File: src/design/twe_pkg.sv
// ----------------------------------------------------------------------------
// twe_pkg: shared definitions for the timer wheel expiry block
// Slot count, field widths, action and result codes, controller states.
// ----------------------------------------------------------------------------
`timescale 1ns / 1ps

package twe_pkg;

    // The slot field is four bits wide, so the table holds exactly sixteen slots
    // and every slot value addresses a real entry.
    localparam int TIMERS  = 16;
    localparam int IDX_W   = $clog2(TIMERS);
    localparam int TICK_W  = 32;
    localparam int DELAY_W = 20;

    typedef enum logic [1:0] {
        ACT_START  = 2'd0,
        ACT_STOP   = 2'd1,
        ACT_TICK   = 2'd2,
        ACT_UNUSED = 2'd3
    } action_t;

    typedef enum logic [2:0] {
        KIND_STARTED  = 3'd0,
        KIND_REJECTED = 3'd1,
        KIND_STOPPED  = 3'd2,
        KIND_EXPIRED  = 3'd3,
        KIND_NONE     = 3'd4
    } kind_t;

    typedef enum logic [1:0] {
        ST_IDLE,
        ST_SCAN,
        ST_FLUSH
    } state_t;

endpackage

File: src/design/timer_wheel_expiry_top.sv
// ----------------------------------------------------------------------------
// timer_wheel_expiry_top: table of software timers with a free-running tick
// Start, stop and tick items; a tick scans the expiry memory slot by slot.
// ----------------------------------------------------------------------------
//   channel   handshake             payload
//   input     start & !busy         action, slot, delay_ticks
//   result    strobe (one cycle)    kind, slot_out, last
//
// A start or stop item is taken while idle; its result shows on the next cycle.
// A tick item scans the expiry memory one slot a cycle through its single
// read port, and it holds busy through the scan and flush states.
// The results of a tick trail the scan by one pending slot.
// Reset clears the tick count, the running flags and the controller.
// The receiver cannot stall; each result is shown for exactly one cycle.
`timescale 1ns / 1ps

module timer_wheel_expiry_top (
    input  logic                         clk,
    input  logic                         rst_n,
    input  logic                         start,
    output logic                         busy,
    input  logic [1:0]                   action,
    input  logic [twe_pkg::IDX_W-1:0]    slot,
    input  logic [twe_pkg::DELAY_W-1:0]  delay_ticks,
    output logic                         strobe,
    output logic [2:0]                   kind,
    output logic [twe_pkg::IDX_W-1:0]    slot_out,
    output logic                         last
);

    localparam int IDX_W  = twe_pkg::IDX_W;
    localparam int TICK_W = twe_pkg::TICK_W;

    // Expiry memory, one synchronous read port and one write port.
    logic [TICK_W-1:0] expiry_mem [twe_pkg::TIMERS];
    logic              mem_we;
    logic [IDX_W-1:0]  mem_waddr;
    logic [TICK_W-1:0] mem_wdata;
    logic [IDX_W-1:0]  mem_raddr;
    logic [TICK_W-1:0] rd_data_reg;

    twe_pkg::state_t             state_reg, state_next;
    logic [TICK_W-1:0]           tick_reg, tick_next;
    logic [twe_pkg::TIMERS-1:0]  running_reg, running_next;
    logic [IDX_W:0]              issue_cnt_reg, issue_cnt_next;
    logic                        cmp_valid_reg, cmp_valid_next;
    logic [IDX_W-1:0]            cmp_idx_reg, cmp_idx_next;
    logic                        pend_valid_reg, pend_valid_next;
    logic [IDX_W-1:0]            pend_idx_reg, pend_idx_next;
    logic                        strobe_reg, strobe_next;
    logic [2:0]                  kind_reg, kind_next;
    logic [IDX_W-1:0]            slot_out_reg, slot_out_next;
    logic                        last_reg, last_next;

    logic accept;
    logic issuing;
    logic match;

    assign accept    = start && (state_reg == twe_pkg::ST_IDLE);
    assign issuing   = (issue_cnt_reg < (IDX_W+1)'(twe_pkg::TIMERS));
    assign mem_raddr = issue_cnt_reg[IDX_W-1:0];
    assign match     = cmp_valid_reg && running_reg[cmp_idx_reg] && (rd_data_reg == tick_reg);

    always_ff @(posedge clk)
    begin
        if (mem_we)
        begin
            expiry_mem[mem_waddr] <= mem_wdata;
        end
        rd_data_reg <= expiry_mem[mem_raddr];
    end

    always_ff @(posedge clk or negedge rst_n)
    begin
        if (!rst_n)
        begin
            state_reg      <= twe_pkg::ST_IDLE;
            tick_reg       <= '0;
            running_reg    <= '0;
            issue_cnt_reg  <= '0;
            cmp_valid_reg  <= 1'b0;
            pend_valid_reg <= 1'b0;
            strobe_reg     <= 1'b0;
        end
        else
        begin
            state_reg      <= state_next;
            tick_reg       <= tick_next;
            running_reg    <= running_next;
            issue_cnt_reg  <= issue_cnt_next;
            cmp_valid_reg  <= cmp_valid_next;
            pend_valid_reg <= pend_valid_next;
            strobe_reg     <= strobe_next;
        end
    end

    always_ff @(posedge clk)
    begin
        cmp_idx_reg  <= cmp_idx_next;
        pend_idx_reg <= pend_idx_next;
        kind_reg     <= kind_next;
        slot_out_reg <= slot_out_next;
        last_reg     <= last_next;
    end

    always_comb
    begin
        state_next      = state_reg;
        tick_next       = tick_reg;
        running_next    = running_reg;
        issue_cnt_next  = issue_cnt_reg;
        cmp_valid_next  = 1'b0;
        cmp_idx_next    = cmp_idx_reg;
        pend_valid_next = pend_valid_reg;
        pend_idx_next   = pend_idx_reg;
        strobe_next     = 1'b0;
        kind_next       = kind_reg;
        slot_out_next   = slot_out_reg;
        last_next       = last_reg;
        mem_we          = 1'b0;
        mem_waddr       = slot;
        mem_wdata       = tick_reg + {{(TICK_W-twe_pkg::DELAY_W){1'b0}}, delay_ticks};

        unique case (state_reg)
            twe_pkg::ST_IDLE:
            begin
                if (accept)
                begin
                    unique case (action)
                        twe_pkg::ACT_START:
                        begin
                            strobe_next   = 1'b1;
                            slot_out_next = slot;
                            last_next     = 1'b1;
                            if (running_reg[slot])
                            begin
                                kind_next = twe_pkg::KIND_REJECTED;
                            end
                            else
                            begin
                                kind_next          = twe_pkg::KIND_STARTED;
                                running_next[slot] = 1'b1;
                                mem_we             = 1'b1;
                            end
                        end
                        twe_pkg::ACT_STOP:
                        begin
                            strobe_next        = 1'b1;
                            kind_next          = twe_pkg::KIND_STOPPED;
                            slot_out_next      = slot;
                            last_next          = 1'b1;
                            running_next[slot] = 1'b0;
                        end
                        twe_pkg::ACT_TICK:
                        begin
                            tick_next       = tick_reg + 1'b1;
                            issue_cnt_next  = '0;
                            pend_valid_next = 1'b0;
                            state_next      = twe_pkg::ST_SCAN;
                        end
                        default:
                        begin
                            // The unused action code is dropped without a result.
                        end
                    endcase
                end
            end
            twe_pkg::ST_SCAN:
            begin
                if (issuing)
                begin
                    issue_cnt_next = issue_cnt_reg + 1'b1;
                    cmp_valid_next = 1'b1;
                    cmp_idx_next   = issue_cnt_reg[IDX_W-1:0];
                end
                // An expiry is held back until the next one is found, so that
                // the final result of the tick can carry the last flag.
                if (match)
                begin
                    running_next[cmp_idx_reg] = 1'b0;
                    pend_valid_next           = 1'b1;
                    pend_idx_next             = cmp_idx_reg;
                    if (pend_valid_reg)
                    begin
                        strobe_next   = 1'b1;
                        kind_next     = twe_pkg::KIND_EXPIRED;
                        slot_out_next = pend_idx_reg;
                        last_next     = 1'b0;
                    end
                end
                if (cmp_valid_reg && (cmp_idx_reg == IDX_W'(twe_pkg::TIMERS - 1)))
                begin
                    state_next = twe_pkg::ST_FLUSH;
                end
            end
            twe_pkg::ST_FLUSH:
            begin
                strobe_next = 1'b1;
                last_next   = 1'b1;
                if (pend_valid_reg)
                begin
                    kind_next     = twe_pkg::KIND_EXPIRED;
                    slot_out_next = pend_idx_reg;
                end
                else
                begin
                    kind_next     = twe_pkg::KIND_NONE;
                    slot_out_next = '0;
                end
                pend_valid_next = 1'b0;
                state_next      = twe_pkg::ST_IDLE;
            end
            default:
            begin
                state_next = twe_pkg::ST_IDLE;
            end
        endcase
    end

    assign busy     = (state_reg != twe_pkg::ST_IDLE);
    assign strobe   = strobe_reg;
    assign kind     = kind_reg;
    assign slot_out = slot_out_reg;
    assign last     = last_reg;

endmodule

File: config.mk
export PLATFORM = sky130hd
export DESIGN_NAME = timer_wheel_expiry_top
export DESIGN_NICKNAME = d
export VERILOG_FILES = /design/src/design/twe_pkg.sv /design/src/design/timer_wheel_expiry_top.sv
export SDC_FILE = /design/constraint.sdc
export NUM_CORES = 1
export LEC_CHECK = 0
export ABC_AREA = 1
export BUFFER_PORTS_ARGS = -buffer_cell sky130_fd_sc_hd__buf_2
export CELL_PAD_IN_SITES_DETAIL_PLACEMENT = 1
export CELL_PAD_IN_SITES_GLOBAL_PLACEMENT = 1
export CORE_MARGIN = 5
export CORE_UTILIZATION = 25
export DETAILED_ROUTE_END_ITERATION = 7
export GPL_TIMING_DRIVEN = 0
export PLACE_DENSITY_LB_ADDON = 0.1
export SYNTH_ARGS = -nofsm -noshare
export SYNTH_HDL_FRONTEND = slang
export SYNTH_SLANG_ARGS = --single-unit
export TNS_END_PERCENT = 100
File: constraint.sdc
create_clock -name clk -period 3.1 [get_ports clk]
set_clock_uncertainty 0.15 [all_clocks]
set_input_delay 0.155 -clock clk [delete_from_list [all_inputs] [get_ports clk]]
set_output_delay 0.155 -clock clk [all_outputs]
set_load 0.005 [all_outputs]
==> flow_summary.toml <==
[outcome]
status = "complete, no violations"

[sta]
tns_ns = 0
maxSlewHeadroom_pct = 35.81
tightest_slew_ns = 0.9582
rsz0062_at_grt = "true"
min_period_ns = 3.039
setup_violations = 0
fmax_mhz = 329.0
drv_slew = 0
finalHoldViolations = 0
period_share_pct = 98.03
setup_ws_ns = 0.06092

[floorplan]
start_util_pct = 25.22
ios = 39
die-area_mm2 = 0.1148
core_area_mm2 = 0.1072
num_rows = 120
fp.dieH_um = 338.9
fp.dieW_um = 338.9

[synth]
yosysSeqAreaShare_pct = 66.38
netlist.area_leader.share_pct = 58.64
async_flop_share_pct = 9.385
synthSimpleGateAreaFrac_pct = 15.57
synth.distinct_cells = 45
synth_compound_area_share_pct = 9.029
ys_seq_elements = 618
yosys.area_share.adder_pct = 1.277
synth_area_leader_cell = "edfxtp_1"
yosys_warnings = 0
synth_top_family_by_area = "simple AND/OR/NAND/NOR gates"
syn_area_per_cell_um2 = 11.23
yosys-top-cells-count = "edfxtp_1, nand2_1, nor2_1"
synth_most_common_cell = "edfxtp_1"
synth_edf_count = 528
syn_inst = 2408
synthFlopType = "edfxtp_1"
synth_xor_xnor_area_share_pct = 1.879
muxShareOfSynthArea_pct = 1.925
synth_area_leaders = "edfxtp_1, nand2_1, dfrtp_1"
syn_area_mm2 = 0.02704
synth_nets = 2464

[layout]
syn2layout_area_growth_pct = 22.91
layout-drive-gt1-share_pct = 13.02
fillCellCount = 11730
multi_input_comb_area_mm2 = 0.008703
fin_nets = 2637
largest_reg_flops = 512
stdcell_area_mm2 = 0.03323
layout.area.seq_mm2 = 0.01795

[setup_path]
cp.arrival_ns = 3.32
cp_num_buf_inv = 3
critPathTopFamily = "buffers and inverters"
critPathKind = "reg2reg"
timing.critical_path.slowest_stage_cell = "clkbuf_1"
crit_path_start = "issue_cnt_reg[1]$_DFFE_PN0P_"
cp.required_ns = 3.38
timing.rr.start = "issue_cnt_reg[1]$_DFFE_PN0P_"
cpPeakStageDelay_ns = 0.62
end_kind = "flip-flop"
cp_cell_sequence = "clkbuf_1 -> clkbuf_2 -> clkbuf_1 -> o221ai_1 -> nand3_1 -> nand3_1"
r2r_cells = 6
critPathLaunchType = "flip-flop"
path_depth = 6
crit_fanout = 10

[detailed_routing]
wl_met3_mm = 3.214
dr.max_layer_used = "met5"
viasPerCell = 4.778
drc_errors = 0
antenna_left = 0
wl_mm = 100.8
vias = 19340
drtIter0Drc = 1194
wl_met1_mm = 46.37
wl_per_cell_um = 24.91
drt-pass1-iter-count = 5
wl_met2_mm = 48.69

[placed_design]
dp_slack_ns = -1.246
post-dp-hpwl_mm = 74.37
portBuffers = 37
gp_congestion = 0.8413
placed_area_mm2 = 0.02969

[hold_path]
min_from = "delay_ticks[10]"
min_path_type = "in2reg"
hold_depth = 3

[power_and_ir_drop]
irDropWorstVdd_mv = 0.4344
leakagePower_nw = 11.87
total_power_w = 0.02841
pwr_density_cell_mw_per_mm2 = 854.9

[global_route]
grt-ovfl-total = 0
antenna_found_initial = 8
grt_max_degree = 53
grt_pass1_wl_mm = 145.6
grt_pass1_vias = 20740
track_usage_pct = 17.17

[clocking]
cts.clk_slew.worst_paths_ns = 0.06
cts.sink_count = 618
insertion_delay_ns = 0.65
numCtsBuffers = 76
cts-htree-levels = 3
cts_tree = "yes"
clock_path_buffers = 3
clockRootBuffer = "clkbuf_16"

[run]
drv_cap = 0
==> per-layer routing <==
| metal | vias to the layer above | GRT usage [%] |
|---|---|---|
| met5 | - | 0 |
| met4 | 2 | 4.135 |
| met3 | 135 | 2.292 |
| met2 | 344 | 29.66 |
| met1 | 9938 | 22.91 |
| li1 | 8923 | - |
==> cell usage in the layout, fill, tap and decap left out, types with 12 or more instances in the layout <==
cell / instances
edfxtp_1: 528
nand2_1: 441
nor2_1: 367
o21ai_0: 161
inv_1: 135
nand3_1: 96
o32ai_1: 76
clkbuf_16: 76
buf_2: 69
clkbuf_1: 69
dfrtp_1: 54
mux2i_1: 52
o221ai_1: 52
nand4_1: 38
buf_12: 35
a21oi_1: 33
dfxtp_1: 32
nor3_1: 31
xor2_1: 29
nor2_4: 21
o22ai_1: 18
clkinv_2: 17
xor2_4: 15
ha_1: 15
o211ai_1: 14
clkinv_1: 13
dlygate4sd3_1: 12
==> metrics by stage <==
step | instances | util, % | hold slack, ns
2_1_floorplan | 2408 | - | -0.2906
3_3_place_gp | 3848 | 27.03 | 0.3342
3_5_place_dp | 3871 | 27.70 | -0.1584
4_1_cts | 4039 | 30.74 | 0.1247
5_1_grt | 4045 | 30.99 | 0.06657
6_report | 4048 | 31.00 | 0.06808
==> worst register-to-register path, delay by kind of cell (launching register included) <==
kind,cells,cell delay [ns]
and+or+nand+nor,2,0.54
DFF,1,0.37
AOI/OAI and AO/OA,1,0.30
buffers and inverters,3,1.49
==> layout make-up <==
| cell class | instances | area share, % |
|---|---|---|
| Inverter | 142 | 1.604 |
| Timing Repair Buffer | 95 | 3.528 |
| Clock buffer | 92 | 5.994 |
| Buffer | 115 | 1.634 |
| Clock inverter | 47 | 1.713 |
| Sequential cell | 618 | 54.03 |
| Tap cell | 1403 | 5.283 |
| Antenna cell | 3 | 0.02259 |
| Multi-Input combinational cell | 1533 | 26.19 |
==> logic make-up (layout without fill, tap and decap cells) <==
family	Yosys count	count (layout)
other cells	0	3
xor+xnor	58	58
flops	618	618
buf+inv	257	491
simple gates	1022	1022
compound gates	374	374
fa+ha+maj	27	27
mux	52	52
==> repair_timing <==
item	4_1_cts	5_1_grt
setup buffers	17	6
endpoints found under the setup margin	871	286
resized for setup	45	36
pin swaps	13	6
endpoints found under the hold margin	74	0
hold buffers	12	0
==> worst paths after layout <==
path / endpoint / slack (ns)
max reg2reg: rd_data_reg[12]$_DFF_P_ / 0.06
max in group asynchronous: issue_cnt_reg[0]$_DFFE_PN0P_ / 1.69
min in group asynchronous: tick_reg[9]$_DFFE_PN0P_ / 0.39
min reg2reg: cmp_idx_reg[1]$_DFFE_PP_ / 0.34
min: expiry_mem[0][10]$_DFFE_PP_ / 0.07
max: rd_data_reg[12]$_DFF_P_ / 0.06
==> where the power goes <==
group / total (W) / internal, W / switching (W)
combinational: 0.00876 / 0.00231 / 0.00645
clock: 0.00915 / 0.00545 / 0.00370
sequential: 0.0105 / 0.00999 / 0.000507
Note: power is estimated with default switching activity, not from simulation.
